File: config.mk
export PLATFORM = sky130hd
export DESIGN_NAME = knob_tuned_gain_offset_conditioner_flat
export DESIGN_NICKNAME = d
export VERILOG_FILES = /design/src/hw/rtl/kgoc_pkg.sv /design/src/hw/rtl/kgoc_req_if.sv /design/src/hw/rtl/kgoc_rsp_if.sv /design/src/hw/rtl/knob_tuned_gain_offset_conditioner.sv /design/src/flat_wrapper.sv
export SDC_FILE = /design/constraint.sdc
export NUM_CORES = 2
export LEC_CHECK = 0
export ABC_AREA = 1
export BUFFER_PORTS_ARGS = -buffer_cell sky130_fd_sc_hd__buf_2
export CELL_PAD_IN_SITES_DETAIL_PLACEMENT = 1
export CELL_PAD_IN_SITES_GLOBAL_PLACEMENT = 2
export CORE_MARGIN = 10
export CORE_UTILIZATION = 32
export DETAILED_ROUTE_END_ITERATION = 10
export GPL_ROUTABILITY_DRIVEN = 0
export PLACE_DENSITY = 0.68
export SYNTH_ARGS = -nofsm -noshare
export SYNTH_HDL_FRONTEND = slang
export SYNTH_SLANG_ARGS = --single-unit
File: constraint.sdc
create_clock -name clock -period 11.1 [get_ports clock]
set_input_delay 0.555 -clock clock [delete_from_list [all_inputs] [get_ports clock]]
set_output_delay 0.555 -clock clock [all_outputs]
set_load 0.03 [all_outputs]
File: src/hw/rtl/kgoc_pkg.sv
package kgoc_pkg;

   // field widths
   localparam int KEY_W    = 10;
   localparam int SAMPLE_W = 10;
   localparam int MODE_W   = 3;
   localparam int VALUE_W  = 18;
   localparam int GAIN_W   = 14;
   localparam int OFFSET_W = 9;
   localparam int STEP_W   = 9;
   localparam int CSR_W    = 16;
   localparam int CSR_IDX_W = 1;
   localparam int QUAD_W   = 6;

   typedef logic [KEY_W-1:0]           key_level_type;
   typedef logic [SAMPLE_W-1:0]        sample_type;
   typedef logic [MODE_W-1:0]          mode_type;
   typedef logic signed [VALUE_W-1:0]  value_type;
   typedef logic [GAIN_W-1:0]          gain_type;
   typedef logic signed [OFFSET_W-1:0] offset_type;
   typedef logic [STEP_W-1:0]          step_type;
   typedef logic [CSR_W-1:0]           csr_data_type;
   typedef logic [CSR_IDX_W-1:0]       csr_idx_type;
   typedef logic [QUAD_W-1:0]          quad_type;

   // decoded keypad
   typedef struct packed {
      logic right;
      logic up;
      logic down;
      logic left;
      logic sel;
   } key_flags_type;

   // mode codes
   localparam mode_type MODE_OFF    = 3'd0;
   localparam mode_type MODE_RUN    = 3'd1;
   localparam mode_type MODE_GAIN   = 3'd2;
   localparam mode_type MODE_OFFSET = 3'd3;
   localparam mode_type MODE_CLEAR  = 3'd4;

   // register indexes
   localparam csr_idx_type CSR_REPEAT_TICKS     = 1'b0;
   localparam csr_idx_type CSR_CLEAR_HOLD_TICKS = 1'b1;

   localparam csr_data_type REPEAT_TICKS_RESET     = 16'd300;
   localparam csr_data_type CLEAR_HOLD_TICKS_RESET = 16'd2000;

   // keypad ladder thresholds
   localparam key_level_type KEY_RIGHT_LT = 10'd50;
   localparam key_level_type KEY_UP_GT    = 10'd100;
   localparam key_level_type KEY_UP_LT    = 10'd200;
   localparam key_level_type KEY_DOWN_GT  = 10'd260;
   localparam key_level_type KEY_DOWN_LT  = 10'd350;
   localparam key_level_type KEY_LEFT_GT  = 10'd400;
   localparam key_level_type KEY_LEFT_LT  = 10'd650;
   localparam key_level_type KEY_SEL_GT   = 10'd700;
   localparam key_level_type KEY_SEL_LT   = 10'd990;

   // quadrature history patterns
   localparam quad_type QUAD_RESET = 6'b000011;
   localparam quad_type QUAD_UP_A  = 6'b001011;
   localparam quad_type QUAD_UP_B  = 6'b110100;
   localparam quad_type QUAD_DN_A  = 6'b000111;
   localparam quad_type QUAD_DN_B  = 6'b111000;

   // tuning limits, hundredths
   localparam gain_type   GAIN_RESET   = 14'd100;
   localparam offset_type OFFSET_RESET = 9'sd0;
   localparam step_type   STEP_RESET   = 9'd50;
   localparam int GAIN_MAX        = 9990;
   localparam int GAIN_MIN        = 1;
   localparam int OFFSET_LIMIT    = 250;
   localparam int GAIN_STEP_INC   = 10;
   localparam int GAIN_STEP_MAX   = 300;
   localparam int OFFSET_STEP_INC = 5;
   localparam int OFFSET_STEP_MAX = 200;
   localparam int MINMAX_ARM      = 10000;

   // sample scaling: value = trunc(gain*(125*sample + 256*offset) / 25600)
   localparam int SAMPLE_MULT = 125;
   // floor(q/100) = (q*DIV100_RECIP) >> 30, exact for q < 2^23
   localparam logic [23:0] DIV100_RECIP = 24'd10737419;

endpackage

File: src/hw/rtl/kgoc_req_if.sv
interface kgoc_req_if;
   logic                    valid;
   logic                    ready;
   kgoc_pkg::key_level_type key_level;
   kgoc_pkg::sample_type    sample;
   logic                    enc_a;
   logic                    enc_b;
   logic                    enc_push;

   modport source (
      output valid, output key_level, output sample,
      output enc_a, output enc_b, output enc_push,
      input  ready
   );
   modport sink (
      input  valid, input key_level, input sample,
      input  enc_a, input enc_b, input enc_push,
      output ready
   );
endinterface

File: src/hw/rtl/kgoc_rsp_if.sv
interface kgoc_rsp_if;
   logic                 valid;
   logic                 ready;
   kgoc_pkg::mode_type   mode;
   kgoc_pkg::value_type  value;
   kgoc_pkg::value_type  lowest;
   kgoc_pkg::value_type  highest;
   kgoc_pkg::gain_type   gain_now;
   kgoc_pkg::offset_type offset_now;
   kgoc_pkg::step_type   step_now;
   logic                 fine_mode;

   modport source (
      output valid, output mode, output value, output lowest, output highest,
      output gain_now, output offset_now, output step_now, output fine_mode,
      input  ready
   );
   modport sink (
      input  valid, input mode, input value, input lowest, input highest,
      input  gain_now, input offset_now, input step_now, input fine_mode,
      output ready
   );
endinterface

File: src/hw/rtl/knob_tuned_gain_offset_conditioner.sv
// knob-tuned gain/offset conditioner
// req_bus carries one polling tick per word: keypad ladder level, 10-bit
// sample, encoder A/B levels and the encoder push level (0 = pressed).
// rsp_bus returns exactly one word per tick: mode, scaled value, tracked
// min/max, gain, offset, step and the fine flag, all in hundredths.
// csr_we/csr_index/csr_data write repeat_ticks (index 0) and
// clear_hold_ticks (index 1); write them only while no word is in flight.
// pipeline: three stages, the tick is registered in stage 1, then stage 2,
// then the output register (first stage: gain multiply, second: divide
// by 100 through a reciprocal multiply, third: state update into the
// output register); the two multipliers are each one stage
// throughput: one word per cycle while rsp_bus takes each word
// reset: synchronous, active high; the block comes up not started in mode 1
// with gain 1.00, offset 0, step 0.50, min/max zero and disarmed
// stall: when rsp_bus is not taken the words back up through the three
// registers and req_bus.ready drops once they are all full
module knob_tuned_gain_offset_conditioner (
   input  logic                   clock,
   input  logic                   reset,
   kgoc_req_if.sink               req_bus,
   kgoc_rsp_if.source             rsp_bus,
   input  logic                   csr_we,
   input  kgoc_pkg::csr_idx_type  csr_index,
   input  kgoc_pkg::csr_data_type csr_data
);

   // pipeline control
   logic s1_valid_ff, s1_valid_in;
   logic s2_valid_ff, s2_valid_in;
   logic rsp_valid_ff, rsp_valid_in;
   logic rsp_free, adv2, s2_free, adv1, s1_free, accept;

   // stage 1 word
   kgoc_pkg::key_flags_type s1_keys_ff, s1_keys_in;
   logic [1:0]              s1_enc_ff;
   logic                    s1_push_ff;
   logic signed [31:0]      s1_prod_ff, s1_prod_in;

   // stage 2 word
   kgoc_pkg::key_flags_type s2_keys_ff;
   logic [1:0]              s2_enc_ff;
   logic                    s2_push_ff;
   logic                    s2_neg_ff, s2_neg_in;
   logic [46:0]             s2_scaled_ff, s2_scaled_in;

   // configuration
   kgoc_pkg::csr_data_type repeat_ticks_ff, clear_hold_ff;

   // block state
   logic                   started_ff, started_in;
   kgoc_pkg::mode_type     mode_ff, mode_in;
   logic                   sel_was_ff, sel_was_in;
   logic                   push_was_ff, push_was_in;
   logic                   fine_ff, fine_in;
   kgoc_pkg::quad_type     quad_ff, quad_in;
   kgoc_pkg::gain_type     gain_ff, gain_in;
   kgoc_pkg::offset_type   offset_ff, offset_in;
   kgoc_pkg::step_type     step_ff, step_in;
   kgoc_pkg::value_type    min_ff, min_in;
   kgoc_pkg::value_type    max_ff, max_in;
   logic                   armed_ff, armed_in;
   logic [15:0]            repeat_ff, repeat_in;
   logic [15:0]            hold_ff, hold_in;
   kgoc_pkg::value_type    value_in;

   // result register
   kgoc_pkg::mode_type   rsp_mode_ff;
   kgoc_pkg::value_type  rsp_value_ff, rsp_lowest_ff, rsp_highest_ff;
   kgoc_pkg::gain_type   rsp_gain_ff;
   kgoc_pkg::offset_type rsp_offset_ff;
   kgoc_pkg::step_type   rsp_step_ff;
   logic                 rsp_fine_ff;

   // stage 1 math
   logic [16:0]        samp_scaled;
   logic signed [18:0] level;
   logic signed [32:0] prod_wide;

   // stage 2 math
   logic [31:0] mag;
   logic [22:0] coarse;

   // stage 3 math
   logic [16:0]         quo;
   kgoc_pkg::value_type val;
   kgoc_pkg::value_type arm_min, arm_max;
   logic                keys_ok, push_release, fine_now, is_gain;
   logic [1:0]          quad_code;
   logic                quad_moved, enc_up, enc_dn;
   kgoc_pkg::quad_type  quad_shift;
   logic                mv_r, mv_l, mv_u, mv_d, key_used;
   logic signed [10:0]  inc, smax, st0, st1, st2;
   logic signed [15:0]  g0, g1, g2, gsum, gdif, st2_w;
   logic signed [10:0]  o0, o1, o2, osum, odif;
   logic [16:0]         hold_inc;
   logic                hold_hit;

   // handshake: a word moves on when the stage ahead is empty or moving
   assign rsp_free = !rsp_valid_ff || rsp_bus.ready;
   assign adv2     = s2_valid_ff && rsp_free;
   assign s2_free  = !s2_valid_ff || adv2;
   assign adv1     = s1_valid_ff && s2_free;
   assign s1_free  = !s1_valid_ff || adv1;
   assign accept   = req_bus.valid && s1_free;
   assign req_bus.ready = s1_free;

   assign s1_valid_in  = accept || (s1_valid_ff && !adv1);
   assign s2_valid_in  = adv1 || (s2_valid_ff && !adv2);
   assign rsp_valid_in = adv2 || (rsp_valid_ff && !rsp_bus.ready);

   // keypad ladder decode
   always_comb begin
      s1_keys_in.right = req_bus.key_level < kgoc_pkg::KEY_RIGHT_LT;
      s1_keys_in.up    = req_bus.key_level > kgoc_pkg::KEY_UP_GT &&
                         req_bus.key_level < kgoc_pkg::KEY_UP_LT;
      s1_keys_in.down  = req_bus.key_level > kgoc_pkg::KEY_DOWN_GT &&
                         req_bus.key_level < kgoc_pkg::KEY_DOWN_LT;
      s1_keys_in.left  = req_bus.key_level > kgoc_pkg::KEY_LEFT_GT &&
                         req_bus.key_level < kgoc_pkg::KEY_LEFT_LT;
      s1_keys_in.sel   = req_bus.key_level > kgoc_pkg::KEY_SEL_GT &&
                         req_bus.key_level < kgoc_pkg::KEY_SEL_LT;
   end

   // stage 1: gain * (125*sample + 256*offset)
   // gain and offset are read from committed state; a mode 1 tick always
   // trails the last gain or offset change by at least three ticks (select
   // edges and a release in between), so the words still in flight never
   // hold a change that this product should have seen
   assign samp_scaled = 17'(req_bus.sample) * 17'(kgoc_pkg::SAMPLE_MULT);
   assign level = $signed({2'b00, samp_scaled}) +
                  $signed({{2{offset_ff[8]}}, offset_ff, 8'h00});
   assign prod_wide  = $signed({1'b0, gain_ff}) * level;
   assign s1_prod_in = prod_wide[31:0];

   // stage 2: magnitude, drop the /256, then /100 by reciprocal multiply
   assign s2_neg_in    = s1_prod_ff[31];
   assign mag          = s2_neg_in ? 32'(-s1_prod_ff) : 32'(s1_prod_ff);
   assign coarse       = mag[30:8];
   assign s2_scaled_in = 47'(coarse) * 47'(kgoc_pkg::DIV100_RECIP);

   // stage 3: signed value, truncated toward zero
   assign quo = s2_scaled_ff[46:30];
   assign val = s2_neg_ff ? -$signed({1'b0, quo}) : $signed({1'b0, quo});

   // min/max arm on first mode 1 tick
   assign arm_min = armed_ff ? min_ff : 18'(kgoc_pkg::MINMAX_ARM);
   assign arm_max = armed_ff ? max_ff : 18'(-kgoc_pkg::MINMAX_ARM);

   assign keys_ok      = repeat_ff == '0;
   assign push_release = push_was_ff && !s2_push_ff;
   assign fine_now     = push_release ? !fine_ff : fine_ff;
   assign is_gain      = mode_ff == kgoc_pkg::MODE_GAIN;

   // quadrature decode on a change of the two-bit code
   assign quad_code  = s2_enc_ff;
   assign quad_moved = quad_ff[1:0] != quad_code;
   assign quad_shift = {quad_ff[3:0], quad_code};
   assign enc_up = quad_moved &&
                   (quad_shift == kgoc_pkg::QUAD_UP_A || quad_shift == kgoc_pkg::QUAD_UP_B);
   assign enc_dn = quad_moved &&
                   (quad_shift == kgoc_pkg::QUAD_DN_A || quad_shift == kgoc_pkg::QUAD_DN_B);

   assign mv_r = (keys_ok && s2_keys_ff.right) || (enc_up && fine_now);
   assign mv_l = (keys_ok && s2_keys_ff.left)  || (enc_dn && fine_now);
   assign mv_u = (keys_ok && s2_keys_ff.up)    || (enc_up && !fine_now);
   assign mv_d = (keys_ok && s2_keys_ff.down)  || (enc_dn && !fine_now);

   // step: right raises, then left lowers, each clamped
   assign inc  = is_gain ? 11'(kgoc_pkg::GAIN_STEP_INC) : 11'(kgoc_pkg::OFFSET_STEP_INC);
   assign smax = is_gain ? 11'(kgoc_pkg::GAIN_STEP_MAX) : 11'(kgoc_pkg::OFFSET_STEP_MAX);
   assign st0  = $signed({2'b00, step_ff});
   assign st1  = !mv_r ? st0 : ((st0 + inc > smax) ? smax : st0 + inc);
   assign st2  = !mv_l ? st1 : ((st1 - inc < inc) ? inc : st1 - inc);
   assign st2_w = 16'(st2);

   // gain: up then down, capped, never below one
   assign g0   = $signed({2'b00, gain_ff});
   assign gsum = g0 + st2_w;
   assign g1   = !mv_u ? g0 : ((gsum > kgoc_pkg::GAIN_MAX) ? 16'(kgoc_pkg::GAIN_MAX) : gsum);
   assign gdif = g1 - st2_w;
   assign g2   = !mv_d ? g1 : ((gdif < kgoc_pkg::GAIN_MIN) ? 16'(kgoc_pkg::GAIN_MIN) : gdif);

   // offset: up then down, kept within +/-2.50 V
   assign o0   = 11'(offset_ff);
   assign osum = o0 + st2;
   assign o1   = !mv_u ? o0 :
                 ((osum > kgoc_pkg::OFFSET_LIMIT) ? 11'(kgoc_pkg::OFFSET_LIMIT) : osum);
   assign odif = o1 - st2;
   assign o2   = !mv_d ? o1 :
                 ((odif < -kgoc_pkg::OFFSET_LIMIT) ? 11'(-kgoc_pkg::OFFSET_LIMIT) : odif);

   // clear hold; a limit of zero behaves as one
   assign hold_inc = {1'b0, hold_ff} + 17'd1;
   assign hold_hit = hold_inc >= {1'b0, clear_hold_ff};

   // next state for the word leaving stage 2
   always_comb begin
      started_in  = started_ff;
      mode_in     = mode_ff;
      fine_in     = fine_ff;
      quad_in     = quad_ff;
      gain_in     = gain_ff;
      offset_in   = offset_ff;
      step_in     = step_ff;
      min_in      = min_ff;
      max_in      = max_ff;
      armed_in    = armed_ff;
      hold_in     = hold_ff;
      value_in    = '0;
      key_used    = 1'b0;
      repeat_in   = keys_ok ? repeat_ff : repeat_ff - 16'd1;
      push_was_in = s2_push_ff;
      sel_was_in  = s2_keys_ff.sel;

      if (s2_keys_ff.sel) begin
         // select edge starts the block or advances the mode
         if (!sel_was_ff) begin
            if (!started_ff) begin
               started_in = 1'b1;
            end else begin
               mode_in = (mode_ff >= kgoc_pkg::MODE_CLEAR) ? kgoc_pkg::MODE_RUN
                                                           : mode_ff + 3'd1;
               step_in = kgoc_pkg::STEP_RESET;
            end
         end
         hold_in = '0;
      end else if (started_ff) begin
         case (mode_ff)
            kgoc_pkg::MODE_RUN: begin
               value_in = val;
               min_in   = (val < arm_min) ? val : arm_min;
               max_in   = (val > arm_max) ? val : arm_max;
               armed_in = 1'b1;
               hold_in  = '0;
            end
            kgoc_pkg::MODE_GAIN, kgoc_pkg::MODE_OFFSET: begin
               quad_in  = quad_moved ? quad_shift : quad_ff;
               fine_in  = fine_now;
               key_used = keys_ok && (s2_keys_ff.right || s2_keys_ff.left ||
                                      s2_keys_ff.up || s2_keys_ff.down);
               step_in  = st2[8:0];
               if (is_gain) begin
                  gain_in = g2[13:0];
               end else begin
                  offset_in = o2[8:0];
               end
               hold_in  = '0;
            end
            kgoc_pkg::MODE_CLEAR: begin
               if (s2_keys_ff.right) begin
                  if (hold_hit) begin
                     min_in   = '0;
                     max_in   = '0;
                     armed_in = 1'b0;
                     hold_in  = '0;
                  end else begin
                     hold_in = hold_inc[15:0];
                  end
               end else begin
                  hold_in = '0;
               end
            end
            default: begin
               hold_in = hold_ff;
            end
         endcase
      end

      // any keypad adjustment restarts the repeat guard
      if (key_used) begin
         repeat_in = repeat_ticks_ff;
      end
   end

   // pipeline valids
   always_ff @(posedge clock) begin
      if (reset) begin
         s1_valid_ff  <= 1'b0;
         s2_valid_ff  <= 1'b0;
         rsp_valid_ff <= 1'b0;
      end else begin
         s1_valid_ff  <= s1_valid_in;
         s2_valid_ff  <= s2_valid_in;
         rsp_valid_ff <= rsp_valid_in;
      end
   end

   // pipeline payload
   always_ff @(posedge clock) begin
      if (accept) begin
         s1_keys_ff <= s1_keys_in;
         s1_enc_ff  <= {req_bus.enc_a, req_bus.enc_b};
         s1_push_ff <= !req_bus.enc_push;
         s1_prod_ff <= s1_prod_in;
      end
      if (adv1) begin
         s2_keys_ff   <= s1_keys_ff;
         s2_enc_ff    <= s1_enc_ff;
         s2_push_ff   <= s1_push_ff;
         s2_neg_ff    <= s2_neg_in;
         s2_scaled_ff <= s2_scaled_in;
      end
      if (adv2) begin
         rsp_mode_ff    <= started_in ? mode_in : kgoc_pkg::MODE_OFF;
         rsp_value_ff   <= value_in;
         rsp_lowest_ff  <= min_in;
         rsp_highest_ff <= max_in;
         rsp_gain_ff    <= gain_in;
         rsp_offset_ff  <= offset_in;
         rsp_step_ff    <= step_in;
         rsp_fine_ff    <= fine_in;
      end
   end

   // block state, committed as each word enters the output register
   always_ff @(posedge clock) begin
      if (reset) begin
         started_ff  <= 1'b0;
         mode_ff     <= kgoc_pkg::MODE_RUN;
         sel_was_ff  <= 1'b0;
         push_was_ff <= 1'b0;
         fine_ff     <= 1'b0;
         quad_ff     <= kgoc_pkg::QUAD_RESET;
         gain_ff     <= kgoc_pkg::GAIN_RESET;
         offset_ff   <= kgoc_pkg::OFFSET_RESET;
         step_ff     <= kgoc_pkg::STEP_RESET;
         min_ff      <= '0;
         max_ff      <= '0;
         armed_ff    <= 1'b0;
         repeat_ff   <= '0;
         hold_ff     <= '0;
      end else if (adv2) begin
         started_ff  <= started_in;
         mode_ff     <= mode_in;
         sel_was_ff  <= sel_was_in;
         push_was_ff <= push_was_in;
         fine_ff     <= fine_in;
         quad_ff     <= quad_in;
         gain_ff     <= gain_in;
         offset_ff   <= offset_in;
         step_ff     <= step_in;
         min_ff      <= min_in;
         max_ff      <= max_in;
         armed_ff    <= armed_in;
         repeat_ff   <= repeat_in;
         hold_ff     <= hold_in;
      end
   end

   // configuration writes
   always_ff @(posedge clock) begin
      if (reset) begin
         repeat_ticks_ff <= kgoc_pkg::REPEAT_TICKS_RESET;
         clear_hold_ff   <= kgoc_pkg::CLEAR_HOLD_TICKS_RESET;
      end else if (csr_we) begin
         case (csr_index)
            kgoc_pkg::CSR_REPEAT_TICKS:     repeat_ticks_ff <= csr_data;
            kgoc_pkg::CSR_CLEAR_HOLD_TICKS: clear_hold_ff   <= csr_data;
            default: begin
               repeat_ticks_ff <= repeat_ticks_ff;
            end
         endcase
      end
   end

   assign rsp_bus.valid      = rsp_valid_ff;
   assign rsp_bus.mode       = rsp_mode_ff;
   assign rsp_bus.value      = rsp_value_ff;
   assign rsp_bus.lowest     = rsp_lowest_ff;
   assign rsp_bus.highest    = rsp_highest_ff;
   assign rsp_bus.gain_now   = rsp_gain_ff;
   assign rsp_bus.offset_now = rsp_offset_ff;
   assign rsp_bus.step_now   = rsp_step_ff;
   assign rsp_bus.fine_mode  = rsp_fine_ff;

endmodule

File: src/flat_wrapper.sv
// flat-port wrapper written by rule: the top's interface ports become plain ports
module knob_tuned_gain_offset_conditioner_flat 
  (clock, reset, csr_we, csr_index, csr_data, req_bus_valid, req_bus_key_level, req_bus_sample, req_bus_enc_a, req_bus_enc_b, req_bus_enc_push, req_bus_ready, rsp_bus_valid, rsp_bus_mode, rsp_bus_value, rsp_bus_lowest, rsp_bus_highest, rsp_bus_gain_now, rsp_bus_offset_now, rsp_bus_step_now, rsp_bus_fine_mode, rsp_bus_ready);
  kgoc_req_if req_bus_i ();
  kgoc_rsp_if rsp_bus_i ();
  input  logic clock;
  input  logic reset;
  input  logic csr_we;
  input  kgoc_pkg::csr_idx_type csr_index;
  input  kgoc_pkg::csr_data_type csr_data;
  input wire logic [$bits(req_bus_i.valid)-1:0] req_bus_valid;
  input wire logic [$bits(req_bus_i.key_level)-1:0] req_bus_key_level;
  input wire logic [$bits(req_bus_i.sample)-1:0] req_bus_sample;
  input wire logic [$bits(req_bus_i.enc_a)-1:0] req_bus_enc_a;
  input wire logic [$bits(req_bus_i.enc_b)-1:0] req_bus_enc_b;
  input wire logic [$bits(req_bus_i.enc_push)-1:0] req_bus_enc_push;
  output wire logic [$bits(req_bus_i.ready)-1:0] req_bus_ready;
  output wire logic [$bits(rsp_bus_i.valid)-1:0] rsp_bus_valid;
  output wire logic [$bits(rsp_bus_i.mode)-1:0] rsp_bus_mode;
  output wire logic [$bits(rsp_bus_i.value)-1:0] rsp_bus_value;
  output wire logic [$bits(rsp_bus_i.lowest)-1:0] rsp_bus_lowest;
  output wire logic [$bits(rsp_bus_i.highest)-1:0] rsp_bus_highest;
  output wire logic [$bits(rsp_bus_i.gain_now)-1:0] rsp_bus_gain_now;
  output wire logic [$bits(rsp_bus_i.offset_now)-1:0] rsp_bus_offset_now;
  output wire logic [$bits(rsp_bus_i.step_now)-1:0] rsp_bus_step_now;
  output wire logic [$bits(rsp_bus_i.fine_mode)-1:0] rsp_bus_fine_mode;
  input wire logic [$bits(rsp_bus_i.ready)-1:0] rsp_bus_ready;
  assign req_bus_i.valid = req_bus_valid;
  assign req_bus_i.key_level = req_bus_key_level;
  assign req_bus_i.sample = req_bus_sample;
  assign req_bus_i.enc_a = req_bus_enc_a;
  assign req_bus_i.enc_b = req_bus_enc_b;
  assign req_bus_i.enc_push = req_bus_enc_push;
  assign req_bus_ready = req_bus_i.ready;
  assign rsp_bus_valid = rsp_bus_i.valid;
  assign rsp_bus_mode = rsp_bus_i.mode;
  assign rsp_bus_value = rsp_bus_i.value;
  assign rsp_bus_lowest = rsp_bus_i.lowest;
  assign rsp_bus_highest = rsp_bus_i.highest;
  assign rsp_bus_gain_now = rsp_bus_i.gain_now;
  assign rsp_bus_offset_now = rsp_bus_i.offset_now;
  assign rsp_bus_step_now = rsp_bus_i.step_now;
  assign rsp_bus_fine_mode = rsp_bus_i.fine_mode;
  assign rsp_bus_i.ready = rsp_bus_ready;
  knob_tuned_gain_offset_conditioner u_core (.clock(clock), .reset(reset), .req_bus(req_bus_i), .rsp_bus(rsp_bus_i), .csr_we(csr_we), .csr_index(csr_index), .csr_data(csr_data));
endmodule
-- Word level (Yosys, flattened, before mapping)
Index checks and enable logic that the tools add are counted.
- bits in registers: 333
- input bits: 45
- logic and storage cells: 220
- $add $sub $neg: 12
- multipliers: 3
- magnitude comparators: 19
- equality and inequality tests: 12
- multiplexer cells: 66
- bitwise gates (word level): 4
- reduce and logical (&&, ||, !) cells: 60
- operators with widths (cell ; number):
    $mux W18 ; 13
    $mux W16 ; 8
    $mux W9 ; 12
    $mux W14 ; 6
    $pmux W18 S2 ; 2
    $mux W11 ; 6
    $mul A23 B24 Y47 const B ; 1
    $mul A15 B19 Y32 ; 1
    $pmux W16 S2 ; 1
    $mux W31 ; 1
    $neg A31 Y31 ; 1
    $logic_and A1 B1 Y1 ; 22
    $sub A11 B11 Y11 ; 2
    $gt A10 B9 Y1 const B ; 2
    $lt A10 B10 Y1 const B ; 2
    $add A18 B17 Y19 ; 1
    $gt A18 B18 Y1 ; 1
    $lt A18 B18 Y1 ; 1
    $neg A17 Y18 ; 1
    $add A16 B1 Y17 const B ; 1
    $ge A17 B16 Y1 ; 1
    $mul A10 B7 Y17 const B ; 1
    $add A15 B11 Y16 ; 1
    $gt A16 B15 Y1 const B ; 1
    other kinds (41) ; 87

-- Logic depth before layout (Yosys ltp)
- depth after elaboration: 22
- gate-level depth with buffers: 87
- gate-level depth less buffers: 86

-- Worst setup path before layout
OpenSTA, ideal clock, no wires.
- path type: input -> register
- start: input port req_bus_sample[0]
- end: register u_core.s1_prod_ff[31], data pin
- arrival: 10.384 ns
- slack: 0.456 ns
- cell stages on the path: 47
- path buffers: 1
- path through: fa_1 inv_1 fa_1 fa_1 inv_1 fa_1 ha_1 a21oi_1 o21ai_0 a21oi_1 o21ai_0 and2_1 o21ai_0 nand2_1 xor2_1 ha_1 a21oi_1 o21ai_0 [... 11 more ...] inv_1 fa_1 inv_1 fa_1 inv_1 fa_1 fa_1 fa_1 fa_1 inv_1 ha_1 a21oi_1 inv_1 a31oi_1 nand2_1 nand4_1 nand3_1 xnor2_1
- longest elaborated chain between the ends: 3
- RTL lines (element ; line ; text):
    start, declared ; flat_wrapper.sv:13 ; input wire logic [$bits(req_bus_i.sample)-1:0] req_bus_sample;
    $mul A10 B7 Y17 ; knob_tuned_gain_offset_conditioner.sv:129 ; assign samp_scaled = 17'(req_bus.sample) * 17'(kgoc_pkg::SAMPLE_MULT);
    $add A18 B17 Y19 ; knob_tuned_gain_offset_conditioner.sv:130 ; assign level = $signed({2'b00, samp_scaled}) +
    $mul A15 B19 Y32 ; knob_tuned_gain_offset_conditioner.sv:132 ; assign prod_wide = $signed({1'b0, gain_ff}) * level;
    net u_core.prod_wide[31] ; knob_tuned_gain_offset_conditioner.sv:77 ; logic signed [32:0] prod_wide;
    end signal, assigned ; knob_tuned_gain_offset_conditioner.sv:294 ; s1_prod_ff <= s1_prod_in;
    end, declared ; knob_tuned_gain_offset_conditioner.sv:37 ; logic signed [31:0] s1_prod_ff, s1_prod_in;
The timed path passes the listed nets, and every way through them passes these cells.
A chain may end at the register's enable or synchronous reset.

-- Final worst setup path
- start: register u_core.mode_ff[0]
- end: register u_core.rsp_gain_ff[1] (netlist: u_core.rsp_bus.gain_now[1]), data pin
- longest elaborated chain between the ends: 22
- elaborated cells on any way between the ends: 25
- classes of those cells: 4 x add/sub; 4 x order compare; 2 x eq/ne; 14 x mux; 1 x reduce/logical
- RTL lines (element ; line ; text):
    start, declared ; knob_tuned_gain_offset_conditioner.sv:51 ; kgoc_pkg::mode_type mode_ff, mode_in;
    start signal, assigned ; knob_tuned_gain_offset_conditioner.sv:319 ; mode_ff <= kgoc_pkg::MODE_RUN;
    start signal, assigned ; knob_tuned_gain_offset_conditioner.sv:334 ; mode_ff <= mode_in;
    $eq A3 B2 Y1 ; knob_tuned_gain_offset_conditioner.sv:152, knob_tuned_gain_offset_conditioner.sv:228 ;
    $mux W4 ; knob_tuned_gain_offset_conditioner.sv:169 ; assign inc = is_gain ? 11'(kgoc_pkg::GAIN_STEP_INC) : 11'(kgoc_pkg::OFFSET_STEP_INC);
    $add A10 B11 Y11 ; knob_tuned_gain_offset_conditioner.sv:172 ; assign st1 = !mv_r ? st0 : ((st0 + inc > smax) ? smax : st0 + inc);
    $gt A11 B11 Y1 ; knob_tuned_gain_offset_conditioner.sv:172 ;
    $mux W11 (2 in series) ; knob_tuned_gain_offset_conditioner.sv:172 ;
    $sub A11 B11 Y11 ; knob_tuned_gain_offset_conditioner.sv:173 ; assign st2 = !mv_l ? st1 : ((st1 - inc < inc) ? inc : st1 - inc);
    $lt A11 B11 Y1 ; knob_tuned_gain_offset_conditioner.sv:173 ;
    $mux W11 (2 in series) ; knob_tuned_gain_offset_conditioner.sv:173 ;
    [... 4 more ...] ; -- ;
    $sub A16 B11 Y16 ; knob_tuned_gain_offset_conditioner.sv:180 ; assign gdif = g1 - st2_w;
    $lt A16 B2 Y1 ; knob_tuned_gain_offset_conditioner.sv:181 ; assign g2 = !mv_d ? g1 : ((gdif < kgoc_pkg::GAIN_MIN) ? 16'(kgoc_pkg::GAIN_MIN) : gdif);
    $mux W14 (2 in series) ; knob_tuned_gain_offset_conditioner.sv:181 ;
    $mux W14 ; knob_tuned_gain_offset_conditioner.sv:242 ; if (is_gain) begin
    $mux W14 * ; knob_tuned_gain_offset_conditioner.sv:228 ; case (mode_ff)
    $mux W14 * ; knob_tuned_gain_offset_conditioner.sv:227 ; end else if (started_ff) begin
    $mux W14 * ; knob_tuned_gain_offset_conditioner.sv:215 ; if (s2_keys_ff.sel) begin
    net u_core.gain_in[1] ; knob_tuned_gain_offset_conditioner.sv:56 ; kgoc_pkg::gain_type gain_ff, gain_in;
    end signal, assigned ; knob_tuned_gain_offset_conditioner.sv:308 ; rsp_gain_ff <= gain_in;
    end, declared ; knob_tuned_gain_offset_conditioner.sv:69 ; kgoc_pkg::gain_type rsp_gain_ff;
Mark *: on every way through the listed nets, which the timed path passes. The rest lies on a longest branch.

==> results.toml <==
[synth]
synth-edff-count = 156
synthArstFlopShare = 0
netlist_area_um2 = 40000
netlist_top_cells_count = "inv_1 (1087), nand2_1 (784), ha_1 (484), fa_1 (479), nor2_1 (326)"
yosys-top-cells-area = "fa_1 (24%), ha_1 (15%), edfxtp_1 (12%)"
synth_nets = 5910
yosysMostFrequentCell = "inv_1"
synth-seq-cells = 303
synth.yosys.warnings = 0
synth-main-ff-cell = "edfxtp_1"
netlist.area_leader.share = 0.240
ys_seq_area_frac = 0.191
synth_cell_types = 65
yosys.area.top_type = "fa_1"
syn_area_per_cell_um2 = 8.15
synthCells = 4902

[cells_and_area]
final_cells = 6913
fill_cells = 14900
area_delta_synth_final_pct = 15.7
diodes = 0
drive_gt1_frac = 0.126
multi_input_area_um2 = 28200
layout.nets = 6251
ff_latch_area_um2 = 7630

[route]
drt_iter0_drc = 1403
drt-total-wl_um = 129000
via_per_inst = 4.79
vias = 33100
ant_nets = 0
wl_per_cell_um = 18.7
drcViolationCount = 0
first_pass_iters = 6

[cts]
clkLatencyLatePin_ns = 0.60
cts-htree-levels = 2
cts_tree = "yes"
cts.clk_slew.worst_paths_ns = 0.07
clk_path_buf_depth = 3
cts_buffers = 41
root_buffer = "clkbuf_16"
clock_sinks = 303

[timing]
worst_pin_slew_ns = 1.32
slew_headroom = 0.116
final_hold_viol_count = 0
setup_viol_count_final = 0
min_period_over_period = 0.936
setup_ws_ns = 0.713
fin_crit_ns = 10.39
skew_ns = 0.0319
maxSlewViolCount = 0
fmax_ghz = 0.0963

[floorplanning]
die_h_um = 373
core_area_um2 = 124000
die_area_um2 = 139000
start_util = 0.322
die_w_um = 373
rows = 129
io_pins = 137

[worst_setup_path]
crit_path_max_incr_delay_ns = 0.46
startpoint_type = "flop"
path_class = "flop to flop"
cp_slowest_cell = "or3b_2"
worst-endpoint-arrival_ns = 10.74
crit_top_cell = "inv_1"
worst_setup_path_end_kind = "flop"
crit_fanout = 6
required_ns = 11.45

[grt]
grt_use_total = 0.182
grt_pass1_vias = 35600
gr-total-overflow = 0
grt_pass1_wl_um = 205000
antenna_found_initial = 2
grt_max_degree = 81

[job]
maxCapViolCount = 0

[min_path]
hold_class = "input pin to flop"

[status]
status = "finished, final reports clean"

[placed_design]
place_inst = 6818
hpwlAfterDp_um = 108000
pre_cts_ws_ns = -0.116
io_buffers = 136
## registers in the layout (all words and copies together), names as in the netlist, 14 cells and up
name                     flops
u_core.clear_hold_ff        16
u_core.gain_ff              14
u_core.hold_ff              16
u_core.max_ff               18
u_core.min_ff               18
u_core.repeat_ff            16
u_core.repeat_ticks_ff      16
u_core.rsp_bus.gain_now     14
u_core.rsp_bus.highest      18
u_core.rsp_bus.lowest       18
u_core.rsp_bus.value        18
u_core.s1_prod_ff           32
u_core.s2_scaled_ff         17
## worst max-delay path: cells and delay by family (launching register included)
| family | cells | cell delay (ns) |
|---|---|---|
| AOI/OAI and AO/OA | 14 | 2.04 |
| DFF | 1 | 0.31 |
| xor gates and xnor gates | 2 | 0.36 |
| and+or+nand+nor | 33 | 3.94 |
| adders and majority gates | 9 | 2.17 |
| buffers and inverters | 14 | 1.34 |
## through the flow
stage	utilization	hold WS, ns	instance area [um2]	TNS, ns
global placement	0.357	0.407	44300	0
floorplan	-	0.400	40000	0
CTS	0.368	0.0980	45600	0
global route	0.373	0.115	46200	-1.76
finish	0.373	0.144	46200	0
detailed placement	0.357	0.406	44300	-0.146
## per-layer routing
| metal | global-route usage | up-vias | wire length, um |
|---|---|---|---|
| met1 | 0.248 | 16500 | 61700 |
| met3 | 0.0157 | 106 | 3200 |
| met2 | 0.316 | 369 | 62300 |
| met5 | 0 | - | 23 |
| li1 | - | 16200 | - |
| met4 | 0.0326 | 4 | 2180 |
## cells by family after synthesis
group	after synthesis	synth area share
AND/OR/NAND/NOR	1433	0.152
buffers and inverters	1227	0.116
adder cells (fa/ha/maj)	963	0.391
AO/OA/AOI/OAI	796	0.111
flip-flops	303	0.191
XOR/XNOR	180	0.0394
## final cells by class
class                   instances  share of cell area
clock inverters                26             0.00536
multi-input cells            3372               0.610
clock buffers                  50              0.0243
repair buffers                424              0.0617
inverters                    1101              0.0896
well taps                    1637              0.0443
flip-flops and latches        303               0.165
## cells in the final DEF (no fill, tap or decap), types with 8 or more instances in the layout
cell type,synthesis,final
inv_1,1087,1081
nand2_1,784,772
fa_1,479,473
ha_1,484,471
nor2_1,326,321
a21oi_1,325,308
buf_4,1,285
o21ai_0,299,283
edfxtp_1,156,156
dfxtp_1,147,147
nand3_1,146,142
buf_2,9,136
xor2_1,135,128
clkbuf_16,0,42
xnor2_1,45,41
nor3_1,43,39
nand4_1,39,39
nand2_2,20,31
o211ai_1,23,23
o21ai_1,11,23
a31oi_1,24,22
o31ai_1,20,19
or2_2,18,18
a21oi_2,1,17
o32ai_1,16,16
nor4_1,13,12
inv_2,6,12
a211oi_1,11,11
o21bai_1,11,10
nand3_2,6,10
nor3_2,5,9
nand3b_1,9,9
and2_1,9,9
ha_4,0,9
clkinv_2,0,9
o21a_1,9,8
o21ai_2,4,8
## repair_timing
item,in CTS,in global routing
hold buffers,0,0
endpoints found under the setup margin,0,52
setup buffers,0,18
resized for setup,0,111
## path summary, 6_finish.rpt
path	endpoint	depth (start not counted)	slack, ns	start
worst max-delay path	u_core.rsp_bus.gain_now[1]$_DFFE_PP_	72	0.71	u_core.mode_ff[0]$_SDFFE_PP1P_
worst min-delay path	u_core.s1_enc_ff[1]$_DFFE_PP_	1	0.14	req_bus_enc_a
worst max register to register	u_core.rsp_bus.gain_now[1]$_DFFE_PP_	72	0.71	u_core.mode_ff[0]$_SDFFE_PP1P_
worst min register to register	u_core.s2_keys_ff[4]$_DFFE_PP_	0	0.41	u_core.s1_keys_ff[4]$_DFFE_PP_
Power is not shown: default switching activity piles up to over one toggle a cycle in this logic, so the estimate is an artifact.
